**src/design/sswe_pkg.sv**
```systemverilog
package sswe_pkg;

  localparam int STEPS = 20;
  localparam int PITCH_ROWS = 4;
  localparam int STEP_AW = (STEPS > 1) ? $clog2(STEPS) : 1;
  localparam int ROW_AW = (PITCH_ROWS > 1) ? $clog2(PITCH_ROWS) : 1;
  localparam int CELL_W = 8;
  localparam int CFG_IDX_W = 8;

  localparam logic [7:0] PITCH_RESET [4] = '{8'd187, 8'd198, 8'd222, 8'd254};

  typedef enum logic [2:0] {
    OP_TICK   = 3'd0,
    OP_UP     = 3'd1,
    OP_DOWN   = 3'd2,
    OP_LEFT   = 3'd3,
    OP_RIGHT  = 3'd4,
    OP_TOGGLE = 3'd5,
    OP_PLAY   = 3'd6,
    OP_CLEAR  = 3'd7
  } op_t;

  typedef enum logic [1:0] {
    ST_IDLE,
    ST_READ,
    ST_EXEC
  } state_t;

  typedef struct packed {
    logic latch;
    logic commit;
  } cmd_t;

  typedef struct packed {
    logic out_full;
  } status_t;

endpackage

```
**src/design/sswe_if.sv**
```systemverilog
interface sswe_in_if;
  logic       valid;
  logic       ready;
  logic [2:0] operation;
  logic [7:0] tempo;
  modport source (output valid, output operation, output tempo, input ready);
  modport sink (input valid, input operation, input tempo, output ready);
endinterface

interface sswe_out_if;
  logic       valid;
  logic       ready;
  logic       tone_enable;
  logic [7:0] tone_period;
  logic [6:0] tone_duty;
  logic [4:0] step_index;
  logic [4:0] cursor_column;
  logic [1:0] cursor_row;
  logic       is_playing;
  modport source (output valid, output tone_enable, output tone_period, output tone_duty,
                  output step_index, output cursor_column, output cursor_row,
                  output is_playing, input ready);
  modport sink (input valid, input tone_enable, input tone_period, input tone_duty,
                input step_index, input cursor_column, input cursor_row,
                input is_playing, output ready);
endinterface

interface sswe_cfg_if;
  logic       valid;
  logic       ready;
  logic [7:0] index;
  logic [7:0] data;
  modport source (output valid, output index, output data, input ready);
  modport sink (input valid, input index, input data, output ready);
endinterface

```
**src/design/sswe_ram.sv**
```systemverilog
module sswe_ram #(
  parameter int WIDTH = 8,
  parameter int DEPTH = 20
) (
  input  logic                     clk,
  input  logic                     we,
  input  logic [$clog2(DEPTH)-1:0] waddr,
  input  logic [WIDTH-1:0]         wdata,
  input  logic [$clog2(DEPTH)-1:0] raddr,
  output logic [WIDTH-1:0]         rdata
);

  logic [WIDTH-1:0] mem [DEPTH];

  always_ff @(posedge clk) begin
    if (we) begin
      mem[waddr] <= wdata;
    end
    rdata <= mem[raddr];
  end

endmodule

```
**src/design/sswe_ctrl.sv**
```systemverilog
module sswe_ctrl (
  input  logic             clk,
  input  logic             rst,
  input  logic             in_valid,
  output logic             in_ready,
  input  sswe_pkg::status_t status,
  output sswe_pkg::cmd_t   cmd
);

  sswe_pkg::state_t state, state_next;

  always_ff @(posedge clk) begin
    if (rst) begin
      state <= sswe_pkg::ST_IDLE;
    end else begin
      state <= state_next;
    end
  end

  always_comb begin
    state_next = state;
    in_ready = 1'b0;
    cmd = '0;
    case (state)
      sswe_pkg::ST_IDLE: begin
        in_ready = 1'b1;
        if (in_valid) begin
          cmd.latch = 1'b1;
          state_next = sswe_pkg::ST_READ;
        end
      end
      sswe_pkg::ST_READ: begin
        state_next = sswe_pkg::ST_EXEC;
      end
      sswe_pkg::ST_EXEC: begin
        if (!status.out_full) begin
          cmd.commit = 1'b1;
          state_next = sswe_pkg::ST_IDLE;
        end
      end
      default: begin
        state_next = sswe_pkg::ST_IDLE;
      end
    endcase
  end

endmodule

```
**src/design/sswe_dp.sv**
```systemverilog
module sswe_dp (
  input  logic              clk,
  input  logic              rst,
  input  sswe_pkg::cmd_t    cmd,
  output sswe_pkg::status_t status,
  input  logic [2:0]        in_operation,
  input  logic [7:0]        in_tempo,
  input  logic              cfg_valid,
  input  logic [7:0]        cfg_index,
  input  logic [7:0]        cfg_data,
  output logic              out_valid,
  input  logic              out_ready,
  output logic              tone_enable,
  output logic [7:0]        tone_period,
  output logic [6:0]        tone_duty,
  output logic [4:0]        step_index,
  output logic [4:0]        cursor_column,
  output logic [1:0]        cursor_row,
  output logic              is_playing
);

  localparam int AW = sswe_pkg::STEP_AW;
  localparam int RW = sswe_pkg::ROW_AW;

  sswe_pkg::op_t op;
  logic [7:0] tempo;
  logic [7:0] pitch [sswe_pkg::PITCH_ROWS];
  logic [sswe_pkg::STEPS-1:0] cell_valid;
  logic [4:0] current_step;
  logic [7:0] tick_counter;
  logic [4:0] cursor_col_reg;
  logic [1:0] cursor_row_reg;
  logic play_flag;
  logic tone_on;
  logic [7:0] period_reg;

  logic [4:0] step_after;
  logic [AW-1:0] raddr;
  logic [7:0] rdata;
  logic [7:0] cell_data;
  logic [7:0] row_pitch;
  logic [7:0] toggled;
  logic cell_we;

  always_ff @(posedge clk) begin
    if (cmd.latch) begin
      op <= sswe_pkg::op_t'(in_operation);
      tempo <= in_tempo;
    end
  end

  // pitch registers
  always_ff @(posedge clk) begin
    if (rst) begin
      for (int i = 0; i < sswe_pkg::PITCH_ROWS; i++) begin
        pitch[i] <= sswe_pkg::PITCH_RESET[i];
      end
    end else if (cfg_valid && cfg_index < 8'(sswe_pkg::PITCH_ROWS)) begin
      pitch[cfg_index[RW-1:0]] <= cfg_data;
    end
  end

  assign step_after = (current_step == 5'(sswe_pkg::STEPS - 1)) ? 5'd0 : current_step + 5'd1;
  assign raddr = (op == sswe_pkg::OP_TICK) ? step_after[AW-1:0] : cursor_col_reg[AW-1:0];
  assign cell_data = cell_valid[raddr] ? rdata : 8'd0;
  assign row_pitch = pitch[cursor_row_reg[RW-1:0]];
  assign toggled = (cell_data == row_pitch) ? 8'd0 : row_pitch;
  assign cell_we = cmd.commit && (op == sswe_pkg::OP_TOGGLE);

  sswe_ram #(
    .WIDTH(sswe_pkg::CELL_W),
    .DEPTH(sswe_pkg::STEPS)
  ) u_cells (
    .clk  (clk),
    .we   (cell_we),
    .waddr(cursor_col_reg[AW-1:0]),
    .wdata(toggled),
    .raddr(raddr),
    .rdata(rdata)
  );

  always_ff @(posedge clk) begin
    if (rst) begin
      cell_valid <= '0;
      current_step <= 5'd0;
      tick_counter <= 8'd0;
      cursor_col_reg <= 5'd0;
      cursor_row_reg <= 2'd0;
      play_flag <= 1'b1;
      tone_on <= 1'b0;
      period_reg <= 8'd0;
    end else if (cmd.commit) begin
      case (op)
        sswe_pkg::OP_TICK: begin
          if (play_flag) begin
            if (tick_counter >= tempo) begin
              tick_counter <= 8'd0;
              current_step <= step_after;
              if (cell_data == 8'd0) begin
                tone_on <= 1'b0;
              end else begin
                tone_on <= 1'b1;
                period_reg <= cell_data;
              end
            end else begin
              tick_counter <= tick_counter + 8'd1;
            end
          end
        end
        sswe_pkg::OP_UP: begin
          if (cursor_row_reg != 2'd0) cursor_row_reg <= cursor_row_reg - 2'd1;
        end
        sswe_pkg::OP_DOWN: begin
          if (cursor_row_reg < 2'(sswe_pkg::PITCH_ROWS - 1)) begin
            cursor_row_reg <= cursor_row_reg + 2'd1;
          end
        end
        sswe_pkg::OP_LEFT: begin
          if (cursor_col_reg != 5'd0) cursor_col_reg <= cursor_col_reg - 5'd1;
        end
        sswe_pkg::OP_RIGHT: begin
          if (cursor_col_reg < 5'(sswe_pkg::STEPS - 1)) begin
            cursor_col_reg <= cursor_col_reg + 5'd1;
          end
        end
        sswe_pkg::OP_TOGGLE: begin
          cell_valid[cursor_col_reg[AW-1:0]] <= 1'b1;
        end
        sswe_pkg::OP_PLAY: begin
          play_flag <= !play_flag;
          tone_on <= !play_flag;
        end
        sswe_pkg::OP_CLEAR: begin
          cell_valid <= '0;
        end
        default: begin
        end
      endcase
    end
  end

  // result beat flag
  always_ff @(posedge clk) begin
    if (rst) begin
      out_valid <= 1'b0;
    end else if (cmd.commit) begin
      out_valid <= 1'b1;
    end else if (out_ready) begin
      out_valid <= 1'b0;
    end
  end

  assign status.out_full = out_valid && !out_ready;

  assign tone_enable = tone_on;
  assign tone_period = period_reg;
  assign tone_duty = period_reg[7:1];
  assign step_index = current_step;
  assign cursor_column = cursor_col_reg;
  assign cursor_row = cursor_row_reg;
  assign is_playing = play_flag;

endmodule

```
**src/design/step_sequencer_with_editor_core.sv**
```systemverilog
// Looping step sequencer with a grid editor. Each accepted beat on item is an operation (tick,
// cursor move, note toggle, play/pause or clear) and gives exactly one beat on result with the
// tone settings, the sounding step and the cursor after that operation. An item is accepted in
// the idle cycle, its step cell is read in the next cycle (registered read of the step cell
// memory) and the update is made in the execute state once no earlier result waits. No new
// item is accepted before the previous one is done; the next item is accepted while a result
// still waits, and an item finishes only once the previous result has been taken. Clear resets
// all per-cell valid bits at once; there is no clearing pass after reset. Pitch registers 0 to
// 3 are written on cfg; the user is to write them only while the block is idle, which the block
// itself does not enforce. cfg is always ready and writes beyond index 3 are dropped.
module step_sequencer_with_editor_core (
  input logic       clk,
  input logic       rst,
  sswe_in_if.sink   item,
  sswe_out_if.source result,
  sswe_cfg_if.sink  cfg
);

  sswe_pkg::cmd_t    cmd;
  sswe_pkg::status_t status;

  assign cfg.ready = 1'b1;

  sswe_ctrl u_ctrl (
    .clk     (clk),
    .rst     (rst),
    .in_valid(item.valid),
    .in_ready(item.ready),
    .status  (status),
    .cmd     (cmd)
  );

  sswe_dp u_dp (
    .clk          (clk),
    .rst          (rst),
    .cmd          (cmd),
    .status       (status),
    .in_operation (item.operation),
    .in_tempo     (item.tempo),
    .cfg_valid    (cfg.valid),
    .cfg_index    (cfg.index),
    .cfg_data     (cfg.data),
    .out_valid    (result.valid),
    .out_ready    (result.ready),
    .tone_enable  (result.tone_enable),
    .tone_period  (result.tone_period),
    .tone_duty    (result.tone_duty),
    .step_index   (result.step_index),
    .cursor_column(result.cursor_column),
    .cursor_row   (result.cursor_row),
    .is_playing   (result.is_playing)
  );

`ifndef NO_ASSERTIONS
  a_busy_after_accept: assert property (@(posedge clk) disable iff (rst)
    item.valid && item.ready |=> !item.ready)
    else $error("item accepted while previous item still in work");

  a_result_from_commit: assert property (@(posedge clk) disable iff (rst)
    $rose(result.valid) |-> $past(cmd.commit))
    else $error("result beat raised without an update");

  a_no_commit_when_full: assert property (@(posedge clk) disable iff (rst)
    cmd.commit |-> !(result.valid && !result.ready))
    else $error("update while result beat still waiting");

  a_indices_in_range: assert property (@(posedge clk) disable iff (rst)
    result.valid |-> (result.step_index < 5'(sswe_pkg::STEPS))
                  && (result.cursor_column < 5'(sswe_pkg::STEPS)))
    else $error("step or cursor column out of range");
`endif

endmodule

```
**src/flat_wrapper.sv**
```systemverilog
// flat-port wrapper written by rule: the top's interface ports become plain ports
module step_sequencer_with_editor_core_flat 
  (clk, rst, item_valid, item_operation, item_tempo, item_ready, result_valid, result_tone_enable, result_tone_period, result_tone_duty, result_step_index, result_cursor_column, result_cursor_row, result_is_playing, result_ready, cfg_valid, cfg_index, cfg_data, cfg_ready);
  sswe_in_if item_i ();
  sswe_out_if result_i ();
  sswe_cfg_if cfg_i ();
  input logic clk;
  input logic rst;
  input wire logic [$bits(item_i.valid)-1:0] item_valid;
  input wire logic [$bits(item_i.operation)-1:0] item_operation;
  input wire logic [$bits(item_i.tempo)-1:0] item_tempo;
  output wire logic [$bits(item_i.ready)-1:0] item_ready;
  output wire logic [$bits(result_i.valid)-1:0] result_valid;
  output wire logic [$bits(result_i.tone_enable)-1:0] result_tone_enable;
  output wire logic [$bits(result_i.tone_period)-1:0] result_tone_period;
  output wire logic [$bits(result_i.tone_duty)-1:0] result_tone_duty;
  output wire logic [$bits(result_i.step_index)-1:0] result_step_index;
  output wire logic [$bits(result_i.cursor_column)-1:0] result_cursor_column;
  output wire logic [$bits(result_i.cursor_row)-1:0] result_cursor_row;
  output wire logic [$bits(result_i.is_playing)-1:0] result_is_playing;
  input wire logic [$bits(result_i.ready)-1:0] result_ready;
  input wire logic [$bits(cfg_i.valid)-1:0] cfg_valid;
  input wire logic [$bits(cfg_i.index)-1:0] cfg_index;
  input wire logic [$bits(cfg_i.data)-1:0] cfg_data;
  output wire logic [$bits(cfg_i.ready)-1:0] cfg_ready;
  assign item_i.valid = item_valid;
  assign item_i.operation = item_operation;
  assign item_i.tempo = item_tempo;
  assign item_ready = item_i.ready;
  assign result_valid = result_i.valid;
  assign result_tone_enable = result_i.tone_enable;
  assign result_tone_period = result_i.tone_period;
  assign result_tone_duty = result_i.tone_duty;
  assign result_step_index = result_i.step_index;
  assign result_cursor_column = result_i.cursor_column;
  assign result_cursor_row = result_i.cursor_row;
  assign result_is_playing = result_i.is_playing;
  assign result_i.ready = result_ready;
  assign cfg_i.valid = cfg_valid;
  assign cfg_i.index = cfg_index;
  assign cfg_i.data = cfg_data;
  assign cfg_ready = cfg_i.ready;
  step_sequencer_with_editor_core u_core (.clk(clk), .rst(rst), .item(item_i), .result(result_i), .cfg(cfg_i));
endmodule
```
**config.mk**
```make
export PLATFORM = sky130hd
export DESIGN_NAME = step_sequencer_with_editor_core_flat
export DESIGN_NICKNAME = d
export VERILOG_FILES = /design/src/design/sswe_pkg.sv /design/src/design/sswe_if.sv /design/src/design/sswe_ram.sv /design/src/design/sswe_ctrl.sv /design/src/design/sswe_dp.sv /design/src/design/step_sequencer_with_editor_core.sv /design/src/flat_wrapper.sv
export SDC_FILE = /design/constraint.sdc
export NUM_CORES = 1
export LEC_CHECK = 0
export BUFFER_PORTS_ARGS = -buffer_cell sky130_fd_sc_hd__buf_2
export CAP_MARGIN = 20
export CORE_UTILIZATION = 30
export DETAILED_ROUTE_END_ITERATION = 8
export REMOVE_ABC_BUFFERS = 1
export SLEW_MARGIN = 15
export SYNTH_ARGS = -nofsm -noshare
export SYNTH_HDL_FRONTEND = slang
export SYNTH_SLANG_ARGS = --single-unit
```
**constraint.sdc**
```tcl
create_clock -name clk -period 5.9 [get_ports clk]
set_input_delay 0.295 -clock clk [delete_from_list [all_inputs] [get_ports clk]]
set_output_delay 0.295 -clock clk [all_outputs]
set_load 0.005 [all_outputs]
```
==> impl_results.md, run 1 <==
- Post-DP HPWL: 17.7 mm
- Clock power frac: 0.433
- Hold Violations, Final: 0
- PwrDens: 297 mW/mm2
- Reg power frac: 0.523
- GRT overflow: 0
- Hold_sp: cfg_data[2]
- CTS resizes: 0
- Diodes inserted: 0
- DR vias/cell: 4.94
- Max Fanout on Critical Path: 20
- Row Count: 70
- Clock-pin slew on the worst setup and hold paths: 0.06 ns
- GRT Resource Usage Total: 0.144
- Largest family of logic cells by synthesized area: simple AND/OR/NAND/NOR gates
- WS Path Type: reg -> reg
- Worst vdd ir: 0.000180 V
- First-pass GRT wire length: 42.7 mm
- Adder-cell share of the synthesized area: 0.0161
- Crit path from: u_core.u_dp.op[1]$_DFFE_PP_
- Post-route cell area: 0.0133 mm2
- Syn avg cell area: 12.6 um2
- TritonCTS Buffers: 29
- Worst R2R Start: u_core.u_dp.op[1]$_DFFE_PP_
- Nets: 1024
- Fraction of synthesized area in multiplexers: 0.0636
- Die X: 196 um
- Initial Util: 0.307
- Synth Area in Compound Gates: 0.0642
- 1st-iter DRT viols: 760
- Highest achievable clock rate: 223 MHz
- Total wire length: 27.7 mm
- Area of the core: 0.0369 mm2
- Tmin final: 4.49 ns
- Synth unique cells: 60
- CTS tree: yes
- EDFF count, synth: 203
- Hold_ws: 0.0740 ns
- Mapped Cells: 900
- Largest regs: u_core.u_dp.u_cells.mem x160, u_core.u_dp.pitch x32, u_core.u_dp.cell_valid x20
- Final Core Density: 0.360
- Fill cell count: 3597
- Lkg Pwr: 4.66 nW
- Die area: 0.0385 mm2
- CTS sink count: 266
- Slew Viols, Final: 0
- Yosys warns: 0
- Worst setup SP type: flop
- Chip height: 196 um
- Area added between synthesis and finish: 17.0%
- H-tree depth: 1
- DRC viols: 0
- Largest register by flop count: u_core.u_dp.u_cells.mem
- Synth Flop Type: edfxtp_1
- Gate power share: 0.044
- Final ANT Viol Nets: 0
- Post-Synth XOR/XNOR Area: 0.0178
- Post-synthesis async set-or-reset flop share: 0
- Unrepaired setup endpoints after global routing: false
- Switching power share of the total: 0.208
- Final setup TNS: 0 ns
- Total power: 3.94 mW
- Max-Cap Viols: 0
- Int Pwr: 3.12 mW
- Hold Path Class: in -> reg
- Antenna violations before repair: 0
- Largest register FFs: 160
- Buffer count from post-CTS setup fixing: 0
- CP endpoint kind: flop
- DR WL/cell: 18.4 um
- Req. time, crit path: 6.08 ns
- Routability congestion estimate: 0.794
- Share of post-route cells with drive strength above 1: 0.175
- Total number of vias: 7436
- Post-Syn Area: 0.0113 mm2
- Top Ports: 64
- Largest net degree at the start of global routing: 51
- Detailed-router iteration count before antenna repair: 5
- Proportion of synthesized chip area in sequential cells: 0.649
- Post-synthesis register bit count: 266
- Input/output buffers: 62
- Status: complete, no violations
- Rel. slew slack: 0.196
- Placed cell areas: 0.0122 mm2
- Clk_lat worst skew: 0.53 ns
- Period utilization: 0.761
- # setup viols final: 0
- Worst EP arrival: 4.66 ns
- Post-Synth Simple-Gate Area: 0.159
- Fin Clk Skew: 0.0149 ns
- Switching pwr: 819 uW
- Hold buffer count at cts: 11
- Root Buffer: clkbuf_16
- Bufs on Longest Clock Path: 3
- Worst-Margin Slew: 1.20 ns
- Vias in the first global route: 7209
## path summary, 6_finish.rpt
| path | slack [ns] | depth (start not counted) | end |
|---|---|---|---|
| setup / recovery | 1.41 | 8 | u_core.u_dp.u_cells.mem[10][0]$_DFFE_PP_ |
| setup reg to reg | 1.41 | 8 | u_core.u_dp.u_cells.mem[10][0]$_DFFE_PP_ |
| hold / removal | 0.07 | 2 | u_core.u_dp.pitch[3][2]$_DFFE_PP_ |
| hold reg to reg | 0.47 | 2 | u_core.u_dp.cell_valid[10]$_SDFFE_PP0P_ |
## power by group through the flow
stage,clock network (mW),logic (mW),registers [mW]
after floorplan,0,0.104,2.09
after global placement,0,0.163,2.10
after detailed placement,0,0.165,2.10
after CTS,1.73,0.172,2.06
after global routing,1.81,0.189,2.06
final,1.70,0.173,2.06
## Yosys cell counts (2+ instances only)
| library cell | n | area share |
|---|---|---|
| a21o_1 | 4 | 0.0027 |
| a21oi_1 | 60 | 0.027 |
| a221oi_1 | 8 | 0.0062 |
| a22o_1 | 8 | 0.0062 |
| a41o_1 | 2 | 0.0018 |
| and2_1 | 12 | 0.0066 |
| and3_1 | 3 | 0.0017 |
| and3b_1 | 2 | 0.0015 |
| buf_1 | 4 | 0.0013 |
| buf_2 | 7 | 0.0031 |
| buf_4 | 8 | 0.0053 |
| buf_6 | 3 | 0.0030 |
| clkbuf_1 | 31 | 0.010 |
| dfxtp_1 | 63 | 0.11 |
| edfxtp_1 | 203 | 0.54 |
| ha_1 | 13 | 0.014 |
| inv_1 | 19 | 0.0063 |
| mux2i_1 | 9 | 0.0080 |
| mux4_2 | 28 | 0.056 |
| nand2_1 | 118 | 0.039 |
| nand2b_1 | 27 | 0.015 |
| nand3_1 | 69 | 0.030 |
| nand3b_1 | 3 | 0.0020 |
| nand4_1 | 5 | 0.0028 |
| nor2_1 | 81 | 0.027 |
| nor2b_1 | 7 | 0.0039 |
| nor3_1 | 14 | 0.0062 |
| nor3b_1 | 3 | 0.0020 |
| nor4_1 | 6 | 0.0033 |
| nor4b_1 | 4 | 0.0031 |
| o21ai_0 | 7 | 0.0031 |
| o21ai_1 | 3 | 0.0013 |
| o31ai_2 | 2 | 0.0022 |
| or2_2 | 4 | 0.0022 |
| or3_1 | 13 | 0.0072 |
| or4_1 | 2 | 0.0013 |
| xnor2_1 | 4 | 0.0031 |
| xor2_1 | 19 | 0.015 |
## cell type report
class	instances	area (um2)	share of cell area
Timing Repair Buffer	100	634	0.0478
Inverter	19	71.3	0.00538
Clock inverter	9	103	0.00774
Multi-Input combinational cell	562	3670	0.277
Clock buffer	44	792	0.0597
Sequential cell	266	7360	0.555
Tap cell	504	631	0.0476
## stage by stage
step,std cells,worst slack [ns]
after floorplan,847,1.14
final,1504,1.41
after CTS,1498,1.40
after global placement,1432,1.58
after detailed placement,1434,1.40
after global routing,1504,1.22
## cells in the final DEF (no fill, tap or decap), drive strengths merged, types with 13 or more instances in the layout
| master | synthesis | final |
|---|---|---|
| edfxtp | 203 | 203 |
| nand2b | 27 | 27 |
| inv | 19 | 20 |
| a21oi | 61 | 61 |
| ha | 13 | 13 |
| dfxtp | 63 | 63 |
| or3 | 13 | 13 |
| mux4 | 28 | 28 |
| nor3 | 14 | 14 |
| xor2 | 19 | 19 |
| buf | 22 | 89 |
| nand2 | 118 | 118 |
| clkbuf | 31 | 44 |
| nor2 | 81 | 81 |
| nand3 | 69 | 69 |
## cell families after synthesis
| group | after synthesis |
|---|---|
| other cells | 1 |
| mux | 37 |
| fa+ha+maj | 14 |
| flops | 266 |
| compound gates | 110 |
| simple gates | 377 |
| buf+inv | 72 |
| xor+xnor | 23 |
## metal layers
| metal | up-vias | part of all wire | global-route usage |
|---|---|---|---|
| met5 | - | 0 | 0 |
| met4 | 0 | 0.022 | 0.0408 |
| met3 | 42 | 0.072 | 0.0187 |
| met2 | 272 | 0.47 | 0.232 |
| met1 | 3683 | 0.44 | 0.203 |
| li1 | 3439 | - | - |
## critical path, stage by stage (launching register included)
cell and delay [ns]:
edfxtp_1 0.58, or3_1 0.60, o31ai_4 0.62, mux4_2 0.57, or3b_2 0.46, nand3b_1 0.19, mux2i_1 0.10, buf_4 0.19
nor2_1 0.82
Power figures use the tool's default switching activity.
==> run 2, diff against run 1 <==
==> constraint.sdc (replaced) <==
create_clock -name clk -period 4.6 [get_ports clk]
set_input_delay 0.23 -clock clk [delete_from_list [all_inputs] [get_ports clk]]
set_output_delay 0.23 -clock clk [all_outputs]
set_load 0.005 [all_outputs]
==> run 2 against run 1 <==
  * Combinational power rose by 37%
  * First-iteration DRC count down 22%
  * Clock power up 27%
  * Flip-flop and latch count unchanged
  * Design area rose by 1.2%
  * Hold slack about the same
  * Fmax rose by 5.0%
  * Utilization rose by 0.44 points
  * Non-clock buffer count increased by 22
  * Highest routed layer unchanged
==> impl_results.md, run 2 (same netlist as run 1, synthesis figures left out) <==
- H-tree depth: 1 (unchanged)
- Hold Path Class: in -> reg
- Gr busiest metal: met2
- Final ANT Viol Nets: 0 (unchanged)
- Top Ports: 64 (unchanged)
- Worst R2R Start: u_core.u_dp.op[2]$_DFFE_PP_
- PwrDens: 375 mW/mm2 (+26%)
- Met3 GRT Util: 0.0238 (+0.00513)
- CTS sink count: 266 (unchanged)
- Fill cell count: 3529 (-1.9%)
- Detailed-router iteration count before antenna repair: 5 (unchanged)
- Total wire length: 27.6 mm (-0.54%)
- Multi-input gate area in the final layout: 0.00366 mm2 (-0.24%)
- Total power: 5.03 mW (+28%)
- Largest regs: u_core.u_dp.u_cells.mem x160, u_core.u_dp.pitch x32, u_core.u_dp.cell_valid x20
- Clk_lat worst skew: 0.57 ns (+0.04 ns)
- Worst R2R End: u_core.u_dp.u_cells.mem[4][4]$_DFFE_PP_
- Most frequent cells in the layout: edfxtp_1 (203), nand2_1 (118), nor2_1 (80)
- Highest achievable clock rate: 234 MHz (+5.0%)
- Cells on Worst Hold Path: 3 (+1)
- Input/output buffers: 62 (unchanged)
- Tmin final: 4.27 ns (-0.213 ns)
- Routability congestion estimate: 0.795 (+0.15%)
- Total number of vias: 7451 (+0.20%)
- Period utilization: 0.929 (+0.169)
- 1st-iter DRT viols: 596 (-22%)
- DR vias/cell: 4.89 (-1.2%)
- Largest net degree at the start of global routing: 65 (+27%)
- Hold Violations, Final: 0 (unchanged)
- GR Layer Usage met2: 0.232 (about the same)
- DRC viols: 0 (unchanged)
- Diodes inserted: 0 (unchanged)
- Worst R2R Path Depth: 8 (unchanged)
- Post-DP HPWL: 18.0 mm (+1.5%)
- Buffer count from post-CTS setup fixing: 0 (unchanged)
- Die area: 0.0385 mm2 (unchanged)
- Largest register FFs: 160 (unchanged)
- Worst vdd ir: 0.000223 V (+24%)
- First-pass GRT wire length: 42.2 mm (-1.1%)
- Worst setup SP type: flop
- Worst EP arrival: 4.58 ns (-0.08 ns)
- TritonCTS Buffers: 28 (-3.4%)
- Unrepaired setup endpoints after global routing: false
- Max Fanout on Critical Path: 11 (-45%)
- Die X: 196 um (unchanged)
- Largest register by flop count: u_core.u_dp.u_cells.mem
- Most common cell after layout, fill and taps aside: edfxtp_1
- Nets: 1045 (+2.1%)
- Share of post-route cells with drive strength above 1: 0.186 (+0.0111)
- GRT overflow: 0 (unchanged)
- Chip height: 196 um (unchanged)
- GR Layer Usage met1: 0.195 (-0.00787)
- Worst-Margin Slew: 1.13 ns (-0.0722 ns)
- Slew Viols, Final: 0 (unchanged)
- GRT Resource Usage Total: 0.143 (-0.00146)
- DR WL/cell: 18.1 um (-1.9%)
- Initial Util: 0.307 (unchanged)
- Clock-pin slew on the worst setup and hold paths: 0.06 ns (about the same)
- Max-Cap Viols: 0 (unchanged)
- CTS tree: yes
- CP endpoint kind: flop
- Req. time, crit path: 4.91 ns (-1.17 ns)
- Row Count: 70 (unchanged)
- R2R setup slack: 0.33 ns (-1.09 ns)
- Register area: 0.00736 mm2 (unchanged)
- Area of the core: 0.0369 mm2 (unchanged)
- Fin Clk Skew: 0.0284 ns (+0.0135 ns)
- # setup viols final: 0 (unchanged)
- Root Buffer: clkbuf_16
- Hold path endpoint: u_core.u_dp.pitch[1][7]$_SDFFCE_PN1P_
- Lkg Pwr: 4.77 nW (+2.4%)
- Bufs on Longest Clock Path: 3 (unchanged)
- Hold_sp: cfg_index[1]
- Rel. slew slack: 0.244 (+0.0483)
- Status: complete, no violations
- Final Core Density: 0.364 (+0.00441)
- Area added between synthesis and finish: 18.5%
- WS Path Type: reg -> reg
- Vias in the first global route: 7242 (+0.46%)
- Antenna violations before repair: 0 (unchanged)
## run 2: cell types whose count changed in the layout (fill, tap and decap cells not counted), sizes merged
cell	before	now
inv	20	19
clkinv	5	18
dlygate4sd3	11	20
buf	89	102
clkbuf	44	32
clkinvlp	1	0
## run 2: repair_timing
item	in CTS	in global routing
hold buffers	20	0
hold endpoints to repair	39	0
resized for setup	0	0
## run 2: critical path, cell delays in order (launching register included)
cell,delay (ns)
edfxtp_1,0.38
or3_1,0.57
o31ai_4,0.48
mux4_2,0.56
or3b_2,0.47
nand3b_1,0.21
mux2i_1,0.75
nor2_1,0.34
buf_4,0.28
## run 2: worst max-delay path by stage
stage,to,cells after the start,slack [ns],startpoint
floorplan,u_core.u_dp.u_cells.mem[0][0]$_DFFE_PP_,8,-0.16,u_core.u_dp.step_index[0]$_SDFFE_PP0P_
global placement,u_core.u_dp.u_cells.mem[5][7]$_DFFE_PP_,7,0.38,u_core.u_dp.op[2]$_DFFE_PP_
detailed placement,u_core.u_dp.u_cells.mem[5][7]$_DFFE_PP_,7,0.33,u_core.u_dp.op[2]$_DFFE_PP_
CTS,u_core.u_dp.u_cells.mem[15][7]$_DFFE_PP_,7,0.32,u_core.u_dp.op[2]$_DFFE_PP_
global route,u_core.u_dp.u_cells.mem[14][1]$_DFFE_PP_,7,0.02,u_core.u_dp.op[2]$_DFFE_PP_
finish,u_core.u_dp.u_cells.mem[4][4]$_DFFE_PP_,8,0.33,u_core.u_dp.op[2]$_DFFE_PP_
## run 2: cell type report
cell class              count  area share
clock inverters            20      0.0127
repair buffers            122      0.0607
well taps                 504      0.0470
inverters                  19     0.00531
flip-flops and latches    266       0.548
clock buffers              32      0.0533
multi-input cells         562       0.273
## run 2: where the power goes
group | switching, mW | total, mW | internal [mW]
Clock | 0.929 | 2.16 | 1.23
Combinational | 0.144 | 0.237 | 0.0928
Sequential | 0.0175 | 2.63 | 2.62
## run 2: routing by layer
layer	wire length [um]	vias up
met5	0	-
met4	663	0
met3	1840	53
met2	13100	243
met1	12000	3667
li1	-	3488
## run 2: through the flow
step	std cells	setup WS, ns	setup TNS [ns]	instance area, um2	hold slack (ns)
2_1_floorplan	847	-0.158	-25.22	11100	0.299
3_3_place_gp	1447	0.376	0	12300	0.409
3_5_place_dp	1448	0.326	0	12300	0.408
4_1_cts	1520	0.320	0	13400	0.0783
5_1_grt	1525	0.0153	0	13400	0.0933
6_report	1525	0.325	0	13400	0.0737
